`src/design/stx_etx_lrc_deframer_defines.svh`:
```
// Assertion macros shared by the deframer RTL.
`ifndef STX_ETX_LRC_DEFRAMER_DEFINES_SVH
`define STX_ETX_LRC_DEFRAMER_DEFINES_SVH

`ifndef SYNTHESIS
// Same-cycle implication, checked outside reset
`define STXLRC_ASSERT_IMPL(label, clk, rst_n, ante, cons) \
  label: assert property (@(posedge clk) disable iff (!rst_n) (ante) |-> (cons)) \
    else $error("stxlrc assertion failed");
// Next-cycle implication, checked outside reset
`define STXLRC_ASSERT_NEXT(label, clk, rst_n, ante, cons) \
  label: assert property (@(posedge clk) disable iff (!rst_n) (ante) |=> (cons)) \
    else $error("stxlrc assertion failed");
`else
`define STXLRC_ASSERT_IMPL(label, clk, rst_n, ante, cons)
`define STXLRC_ASSERT_NEXT(label, clk, rst_n, ante, cons)
`endif

`endif

```
`src/design/stxlrc_pkg.sv`:
```
// Types and constants for the STX/ETX LRC deframer.
package stxlrc_pkg;

  // Framing characters
  localparam logic [7:0] CH_STX   = 8'h02;
  localparam logic [7:0] CH_ETX   = 8'h03;
  localparam logic [7:0] CH_SI    = 8'h0F;
  localparam logic [7:0] CH_SO    = 8'h0E;
  localparam logic [7:0] LRC_INIT = 8'h00;

  // Result kinds
  localparam logic KIND_PAYLOAD = 1'b0;
  localparam logic KIND_STATUS  = 1'b1;

  // Frame status codes
  typedef enum logic [1:0] {
    ST_OK       = 2'd0,
    ST_MISMATCH = 2'd1,
    ST_NOSTART  = 2'd2,
    ST_TRUNC    = 2'd3
  } status_t;

  // Front-end parse phase, one-hot
  typedef enum logic [3:0] {
    PH_HUNT = 4'b0001,
    PH_BODY = 4'b0010,
    PH_LRC  = 4'b0100,
    PH_DROP = 4'b1000
  } phase_t;

  // One classified result item
  typedef struct packed {
    logic       kind;
    logic [7:0] payload;
    status_t    status;
  } res_t;

endpackage

```
`src/design/stx_etx_lrc_deframer.sv`:
```
// Top level of the STX/ETX LRC deframer.
//
// Input channel (in_valid/in_ready): one received byte per item, with
// in_packet_end marking the last byte of a received packet.
// Output channel (out_valid/out_ready): zero or one result per input item,
// either a stripped payload byte (out_kind 0) or a frame status (out_kind 1,
// out_frame_last 1) with out_status 0 ok, 1 LRC mismatch, 2 no start found,
// 3 truncated.
// Throughput: one byte per cycle while the queue has room; the parse state machine
// in the front end updates once per accepted byte.
// A result is written into the queue at the edge that accepts its byte and is
// moved into the output register once that register is empty or being drained;
// it is taken from there when out_ready is high.
// Stall: the output register and a QUEUE_DEPTH-entry queue absorb results
// while out_ready is low; in_ready drops only once the queue is full.
// Reset (rst_n low, synchronous): parser returns to hunting for a start
// character, LRC clears, queue and output register empty.
module stx_etx_lrc_deframer #(
  parameter int QUEUE_DEPTH = 2
) (
  input  logic       clk,
  input  logic       rst_n,
  input  logic       in_valid,
  output logic       in_ready,
  input  logic [7:0] in_rx_byte,
  input  logic       in_packet_end,
  output logic       out_valid,
  input  logic       out_ready,
  output logic       out_kind,
  output logic [7:0] out_payload,
  output logic [1:0] out_status,
  output logic       out_frame_last
);

`include "stx_etx_lrc_deframer_defines.svh"

  logic             q_push, q_push_ready, q_pop, q_valid, q_full;
  stxlrc_pkg::res_t q_wdata, q_rdata;

  stxlrc_front u_front (
    .clk           (clk),
    .rst_n         (rst_n),
    .in_valid      (in_valid),
    .in_ready      (in_ready),
    .in_rx_byte    (in_rx_byte),
    .in_packet_end (in_packet_end),
    .q_ready       (q_push_ready),
    .q_push        (q_push),
    .q_data        (q_wdata)
  );

  stxlrc_queue #(
    .DEPTH (QUEUE_DEPTH)
  ) u_queue (
    .clk        (clk),
    .rst_n      (rst_n),
    .push       (q_push),
    .push_data  (q_wdata),
    .push_ready (q_push_ready),
    .pop        (q_pop),
    .pop_valid  (q_valid),
    .pop_data   (q_rdata),
    .full       (q_full)
  );

  stxlrc_back u_back (
    .clk            (clk),
    .rst_n          (rst_n),
    .q_valid        (q_valid),
    .q_data         (q_rdata),
    .q_pop          (q_pop),
    .out_valid      (out_valid),
    .out_ready      (out_ready),
    .out_kind       (out_kind),
    .out_payload    (out_payload),
    .out_status     (out_status),
    .out_frame_last (out_frame_last)
  );

  // Checks
  `STXLRC_ASSERT_IMPL(a_no_push_when_full, clk, rst_n, q_push, !q_full)
  `STXLRC_ASSERT_IMPL(a_payload_status_zero, clk, rst_n, out_valid && (out_kind == stxlrc_pkg::KIND_PAYLOAD), out_status == stxlrc_pkg::ST_OK && !out_frame_last)
  `STXLRC_ASSERT_IMPL(a_status_payload_zero, clk, rst_n, out_valid && (out_kind == stxlrc_pkg::KIND_STATUS), out_payload == 8'h00)
  `STXLRC_ASSERT_NEXT(a_queued_reaches_out, clk, rst_n, q_valid, out_valid)

endmodule

```
`src/design/stxlrc_front.sv`:
```
// Front end: accepts bytes, tracks framing and LRC, and classifies results.
module stxlrc_front (
  input  logic              clk,
  input  logic              rst_n,
  input  logic              in_valid,
  output logic              in_ready,
  input  logic [7:0]        in_rx_byte,
  input  logic              in_packet_end,
  input  logic              q_ready,
  output logic              q_push,
  output stxlrc_pkg::res_t  q_data
);

  stxlrc_pkg::phase_t phase_r, phase_nxt;
  logic               mode_r, mode_nxt;     // 1: SI/SO framing
  logic [7:0]         lrc_r, lrc_nxt;
  logic               res_valid;
  stxlrc_pkg::res_t   res;
  logic [7:0]         end_ch;
  logic               in_fire;

  // Every item may yield a result, so only take one when the queue has room
  assign in_ready = q_ready;
  assign in_fire  = in_valid && in_ready;
  assign end_ch   = mode_r ? stxlrc_pkg::CH_SO : stxlrc_pkg::CH_ETX;

  // Parse step
  always_comb begin
    phase_nxt   = phase_r;
    mode_nxt    = mode_r;
    lrc_nxt     = lrc_r;
    res_valid   = 1'b0;
    res.kind    = stxlrc_pkg::KIND_STATUS;
    res.payload = 8'h00;
    res.status  = stxlrc_pkg::ST_OK;
    unique case (phase_r)
      stxlrc_pkg::PH_HUNT: begin
        if (in_rx_byte == stxlrc_pkg::CH_STX || in_rx_byte == stxlrc_pkg::CH_SI) begin
          mode_nxt = (in_rx_byte == stxlrc_pkg::CH_SI);
          lrc_nxt  = stxlrc_pkg::LRC_INIT;
          if (in_packet_end) begin
            res_valid  = 1'b1;
            res.status = stxlrc_pkg::ST_TRUNC;
          end else begin
            phase_nxt = stxlrc_pkg::PH_BODY;
          end
        end else if (in_packet_end) begin
          res_valid  = 1'b1;
          res.status = stxlrc_pkg::ST_NOSTART;
        end
      end
      stxlrc_pkg::PH_BODY: begin
        lrc_nxt = lrc_r ^ in_rx_byte;
        if (in_packet_end) begin
          phase_nxt  = stxlrc_pkg::PH_HUNT;
          res_valid  = 1'b1;
          res.status = stxlrc_pkg::ST_TRUNC;
        end else if (in_rx_byte == end_ch) begin
          phase_nxt = stxlrc_pkg::PH_LRC;
        end else begin
          res_valid   = 1'b1;
          res.kind    = stxlrc_pkg::KIND_PAYLOAD;
          res.payload = in_rx_byte;
        end
      end
      stxlrc_pkg::PH_LRC: begin
        phase_nxt  = in_packet_end ? stxlrc_pkg::PH_HUNT : stxlrc_pkg::PH_DROP;
        res_valid  = 1'b1;
        res.status = (in_rx_byte == lrc_r) ? stxlrc_pkg::ST_OK : stxlrc_pkg::ST_MISMATCH;
      end
      stxlrc_pkg::PH_DROP: begin
        if (in_packet_end) begin
          phase_nxt = stxlrc_pkg::PH_HUNT;
        end
      end
      default: begin
        phase_nxt = stxlrc_pkg::PH_HUNT;
      end
    endcase
  end

  assign q_push = in_fire && res_valid;
  assign q_data = res;

  // State update on accepted items only
  always_ff @(posedge clk) begin
    if (!rst_n) begin
      phase_r <= stxlrc_pkg::PH_HUNT;
      mode_r  <= 1'b0;
      lrc_r   <= stxlrc_pkg::LRC_INIT;
    end else if (in_fire) begin
      phase_r <= phase_nxt;
      mode_r  <= mode_nxt;
      lrc_r   <= lrc_nxt;
    end
  end

endmodule

```
`src/design/stxlrc_queue.sv`:
```
// Small result queue between the front end and the output stage.
module stxlrc_queue #(
  parameter int DEPTH = 2
) (
  input  logic             clk,
  input  logic             rst_n,
  input  logic             push,
  input  stxlrc_pkg::res_t push_data,
  output logic             push_ready,
  input  logic             pop,
  output logic             pop_valid,
  output stxlrc_pkg::res_t pop_data,
  output logic             full
);

  localparam int PTR_W = (DEPTH > 1) ? $clog2(DEPTH) : 1;
  localparam int CNT_W = $clog2(DEPTH + 1);

  stxlrc_pkg::res_t   mem [DEPTH];
  logic [PTR_W-1:0]   wr_ptr_r, rd_ptr_r;
  logic [CNT_W-1:0]   count_r, count_nxt;
  logic               do_push, do_pop;

  assign full       = (count_r == CNT_W'(DEPTH));
  assign push_ready = !full;
  assign pop_valid  = (count_r != '0);
  assign pop_data   = mem[rd_ptr_r];
  assign do_push    = push && !full;
  assign do_pop     = pop && pop_valid;

  always_comb begin
    count_nxt = count_r;
    if (do_push && !do_pop) begin
      count_nxt = count_r + 1'b1;
    end else if (do_pop && !do_push) begin
      count_nxt = count_r - 1'b1;
    end
  end

  // Entry storage
  always_ff @(posedge clk) begin
    if (do_push) begin
      mem[wr_ptr_r] <= push_data;
    end
  end

  // Pointers and fill count
  always_ff @(posedge clk) begin
    if (!rst_n) begin
      wr_ptr_r <= '0;
      rd_ptr_r <= '0;
      count_r  <= '0;
    end else begin
      count_r <= count_nxt;
      if (do_push) begin
        wr_ptr_r <= (wr_ptr_r == PTR_W'(DEPTH - 1)) ? '0 : wr_ptr_r + 1'b1;
      end
      if (do_pop) begin
        rd_ptr_r <= (rd_ptr_r == PTR_W'(DEPTH - 1)) ? '0 : rd_ptr_r + 1'b1;
      end
    end
  end

endmodule

```
`src/design/stxlrc_back.sv`:
```
// Back end: moves queued results into the registered output channel.
module stxlrc_back (
  input  logic             clk,
  input  logic             rst_n,
  input  logic             q_valid,
  input  stxlrc_pkg::res_t q_data,
  output logic             q_pop,
  output logic             out_valid,
  input  logic             out_ready,
  output logic             out_kind,
  output logic [7:0]       out_payload,
  output logic [1:0]       out_status,
  output logic             out_frame_last
);

  logic             out_valid_r;
  stxlrc_pkg::res_t out_data_r;
  logic             load;

  // Load when the output register is empty or being drained this cycle
  assign load  = q_valid && (!out_valid_r || out_ready);
  assign q_pop = load;

  always_ff @(posedge clk) begin
    if (!rst_n) begin
      out_valid_r <= 1'b0;
    end else if (load) begin
      out_valid_r <= 1'b1;
    end else if (out_ready) begin
      out_valid_r <= 1'b0;
    end
  end

  always_ff @(posedge clk) begin
    if (load) begin
      out_data_r <= q_data;
    end
  end

  assign out_valid      = out_valid_r;
  assign out_kind       = out_data_r.kind;
  assign out_payload    = out_data_r.payload;
  assign out_status     = out_data_r.status;
  // Every status result closes its frame
  assign out_frame_last = (out_data_r.kind == stxlrc_pkg::KIND_STATUS);

endmodule

```
`config.mk`:
```
export PLATFORM = sky130hd
export DESIGN_NAME = stx_etx_lrc_deframer
export DESIGN_NICKNAME = d
export VERILOG_FILES = /design/src/design/stxlrc_pkg.sv /design/src/design/stx_etx_lrc_deframer.sv /design/src/design/stxlrc_front.sv /design/src/design/stxlrc_queue.sv /design/src/design/stxlrc_back.sv
export VERILOG_INCLUDE_DIRS = /design/src /design/src/design
export SDC_FILE = /design/constraint.sdc
export NUM_CORES = 1
export LEC_CHECK = 0
export BUFFER_PORTS_ARGS = -buffer_cell sky130_fd_sc_hd__buf_4
export CORE_AREA = 2 2 69 71
export CTS_CLUSTER_SIZE = 20
export DETAILED_ROUTE_END_ITERATION = 10
export DIE_AREA = 0 0 71 73
export PLACE_DENSITY = 0.75
export REMOVE_ABC_BUFFERS = 1
export SETUP_SLACK_MARGIN = 0.3
export SYNTH_ARGS = -nofsm -noshare
export SYNTH_HDL_FRONTEND = slang
export SYNTH_SLANG_ARGS = --single-unit
```
`constraint.sdc`:
```
create_clock -name clk -period 2.5 [get_ports clk]
set_input_delay 0 -clock clk [delete_from_list [all_inputs] [get_ports clk]]
set_output_delay 0 -clock clk [all_outputs]
set_load 0.02 [all_outputs]
```
==> metrics.md <==
| Metric | Value |
|---|---|
| Vias in the first global route | `approximately 1600` |
| Vias per std cell | `between 5 and 6` |
| Static Leak | `between 1 and 1.5 nW` |
| Metal3 WL | `around 160 µm` |
| Max transition margin | `0.606` |
| Design Power | `about 0.0022 W` |
| Io pins | `27` |
| TritonCTS buffer count | `5` |
| Highest routed layer | `met4` |
| Fmax achieved | `458 MHz` |
| Critical path arrival | `between 2 and 2.5 ns` |
| Pwr dens | `779 nW/µm²` |
| First drt pass iteration count | `4` |
| Drt initial violations | `92` |
| CP delay by family, top | `simple AND/OR/NAND/NOR gates` |
| Worst EP required | `between 2 and 3 ns` |
| Violated checks | `negative hold slack` |
| Skew final | `between 0.01 and 0.015 ns` |
| DRT Wirelength | `between 4000 and 5000 µm` |
| H-tree levels | `2` |
| Fin. Hold Viols | `2` |
| Critical hold path startpoint | `in_rx_byte[6]` |
| Worst hold path type | `input port to flop` |
| Placed cell areas | `about 2700 µm²` |
| Layout cells sized above 1 | `0.315` |
| Row count | `25` |
| First-pass GRT wire length | `a little under 8000 µm` |
| Post-Syn Instances | `204` |
| # fillers | `between 300 and 400` |
| Synthesized area | `2410 µm²` |
| Total grt overflow | `0` |
| Die area | `slightly above 5000 µm²` |
| Setup TNS | `0 ns` |
| Status | `complete, but fails checks` |
| Most frequent cells after synthesis | `33 x edfxtp_1, 20 x nor2_1, 18 x dfxtp_1` |
| DRT antenna net count | `0` |
| Worst hold slack | `-0.000818 ns` |
| Area growth syn-to-layout | `18.4%` |
| TritonCTS clock tree | `yes` |
| Final slew viol count | `0` |
| Clk_lat worst skew | `~0.31 ns` |
| Largest net degree at the start of global routing | `19` |
| Total of max-cap violations | `0` |
| Slowest stage delay, CP | `roughly 0.54 ns` |
| Asr flop ratio synth | `0` |
| Post-route cell area | `approximately 2900 µm²` |
| # clock sinks | `~50` |
| M1 wire length | `around 2100 µm` |
| Wirelength per Cell | `between 15 and 20 µm` |
| Die H | `around 73 µm` |
| Routability cong. | `a little over 0.9` |
| Fin util | `0.629` |
| Initial Util | `0.532` |
| Count leader, synth | `edfxtp_1` |
| CP Max Fanout | `8` |
| N_diodes | `0` |
| Worst-case reg-to-reg path depth | `8` |
| Core Box Area | `around 4500 µm²` |
| Critical path's slowest cell | `dlygate4sd3_1` |
| Synthesized area per cell | `between 10 and 15 µm²` |
| Post-synth EDFFs | `33` |
| CP Launch Type | `input port` |
| Period minus WS final | `approximately 2.2 ns` |
| Hold Path Stages | `3` |
| Worst r2r src | `u_front.mode_r$_SDFFE_PN0P_` |
| Initial antenna violation count | `0` |
| R2r endpoint | `u_queue.count_r[1]$_SDFFE_PN0P_` |
| Main flop type after synthesis | `edfxtp_1` |
| WP buf/inv | `2` |
| Residual DRC | `0` |
| Crit-path cells | `dlygate4sd3_1 > buf_6 > or4b_4 > a211oi_4 > o21ai_2 > and2_4 > ha_4 > xor2_2 > or3_1 > a21oi_2` |
| Worst slew pin tran | `0.590 ns` |
| Clock Path Buffers | `2` |
| Total number of vias | `about 1700` |
| Reg clk slew, reported paths | `around 0.1 ns` |
| Sequential fraction of the synthesis area | `0.560` |
| Synth top area cells | `edfxtp_1 41%, dfxtp_1 15%, mux2_2 5.1%` |
| Finish-stage setup viols | `0` |
| Post-synthesis cell type count | `between 40 and 50` |
| DIE WIDTH | `71 µm` |
| Syn. warnings | `0` |
| Hold Path Sink | `u_front.lrc_r[6]$_SDFFE_PN0P_` |
| CTS root buf | `clkbuf_8` |
| Crit. End Element | `flop` |
| I/O Buffers | `26` |
| Reg2Reg Setup Slack | `about 0.33 ns` |
| Final period util | `0.873` |
| Hpwl dp | `about 3100 µm` |
| Top cell type by total area after synthesis | `edfxtp_1` |
| RSZ-0062 raised after global routing | `true` |
| Met2 wire length | `between 2000 and 2500 µm` |
| Nets | `roughly 250` |
| Synth top area share | `0.411` |
| WS Path Type | `input port to flop` |
| Total Routing Usage GR | `0.194` |
| Post-synthesis register bit count | `slightly above 50` |
| Worst VDD drop | `362 µV` |
## kinds of logic (layout without fill, tap and decap cells)
family / after synthesis / after routing / synth area share
AO/OA/AOI/OAI: 35 / 35 / 0.116
XOR/XNOR: 13 / 13 / 0.0472
adder cells (fa/ha/maj): 1 / 1 / 0.00519
buffers and inverters: 18 / 52 / 0.0343
flip-flops: 51 / 51 / 0.560
multiplexers: 13 / 13 / 0.0597
AND/OR/NAND/NOR: 73 / 73 / 0.177
## registers in the layout, summed over array words and instances (netlist names)
register / cells
u_queue.rd_ptr_r: 1
u_back.out_frame_last: 1
u_back.out_status: 2
u_back.out_payload: 8
u_queue.mem: 22
u_front.phase_r: 4
u_front.mode_r: 1
u_front.lrc_r: 8
u_queue.wr_ptr_r: 1
u_queue.count_r: 2
u_back.out_valid: 1
## stage by stage
| stage | cells | worst slack [ns] |
|---|---|---|
| 2_1_floorplan | 193 | 0.250 |
| 3_3_place_gp | 278 | 0.176 |
| 3_5_place_dp | 278 | 0.110 |
| 4_1_cts | 292 | 0.301 |
| 5_1_grt | 292 | 0.250 |
| 6_report | 292 | 0.318 |
## worst min-delay path: cells and delay by family
family / cells / cell delay [ns]
buffers and inverters: 1 / 0.13
AOI/OAI and AO/OA: 1 / 0.06
and+or+nand+nor: 1 / 0.08
## layout by cell type (no fill, tap or decap), types with 2 or more instances in the layout
cell type      netlist  routed
nand2_1              5       5
a21oi_2              1       2
dfxtp_1             18      13
dfxtp_2              0       5
clkinv_4             0       2
mux2_2              11      11
mux2i_1              2       2
clkbuf_8             0       5
and3_1               6       6
a21oi_1             11      10
a2111oi_2            1       2
or4b_4               2       2
or3_1                2       2
nand3_1              5       5
nor3_1               4       4
nand4_1              2       2
edfxtp_1            33      33
nand3b_1             8       8
inv_1                7       6
o21ai_0              3       2
nor2b_1              4       4
xnor2_1             10      10
nor2_1              20      20
o31ai_1             10      10
and2_1               5       4
nand2b_1             2       2
xor2_1               3       2
dlygate4sd3_1        0       3
buf_4                1      33
## final cells by class
| cell class | count | area [µm²] | area share |
|---|---|---|---|
| Timing Repair Buffer | 37 | 289 | 0.101 |
| Inverter | 7 | 30.0 | 0.0105 |
| Tap cell | 54 | 67.6 | 0.0237 |
| Clock buffer | 5 | 68.8 | 0.0241 |
| Sequential cell | 51 | 1360 | 0.476 |
| Clock inverter | 3 | 28.8 | 0.0101 |
| Multi-Input combinational cell | 135 | 1010 | 0.355 |
## metal layers
layer,GRT usage,vias up
met2,0.341,38
li1,-,814
met1,0.247,797
met5,0,-
met3,0.0290,10
met4,0.0671,0
## what timing repair did
item	4_1_cts	5_1_grt
setup endpoints to repair	13	23
buffers inserted	3	0
hold buffers	3	0
endpoints found under the hold margin	5	0
resized for setup	6	8
pin swaps	3	6
## how the worst max path moves through the flow
stage	startpoint	end	slack, ns	depth (start not counted)
after global placement	u_front.mode_r$_SDFFE_PN0P_	u_queue.count_r[1]$_SDFFE_PN0P_	0.18	7
after CTS	u_front.mode_r$_SDFFE_PN0P_	u_queue.count_r[1]$_SDFFE_PN0P_	0.30	8
after detailed placement	u_front.mode_r$_SDFFE_PN0P_	u_queue.count_r[1]$_SDFFE_PN0P_	0.11	7
after floorplan	u_front.mode_r$_SDFFE_PN0P_	u_queue.count_r[1]$_SDFFE_PN0P_	0.25	7
after global routing	u_front.mode_r$_SDFFE_PN0P_	u_queue.count_r[1]$_SDFFE_PN0P_	0.25	8
final	in_rx_byte[0]	u_queue.count_r[1]$_SDFFE_PN0P_	0.32	10
## report_power, final
group          total (W)  switching [W]  internal [W]  leakage (nW)
Combinational   0.000601       0.000321      0.000280         0.531
Clock           0.000502       0.000295      0.000208        0.0502
Sequential       0.00112      0.0000781       0.00104         0.455
(Power assumes the default switching activity.)
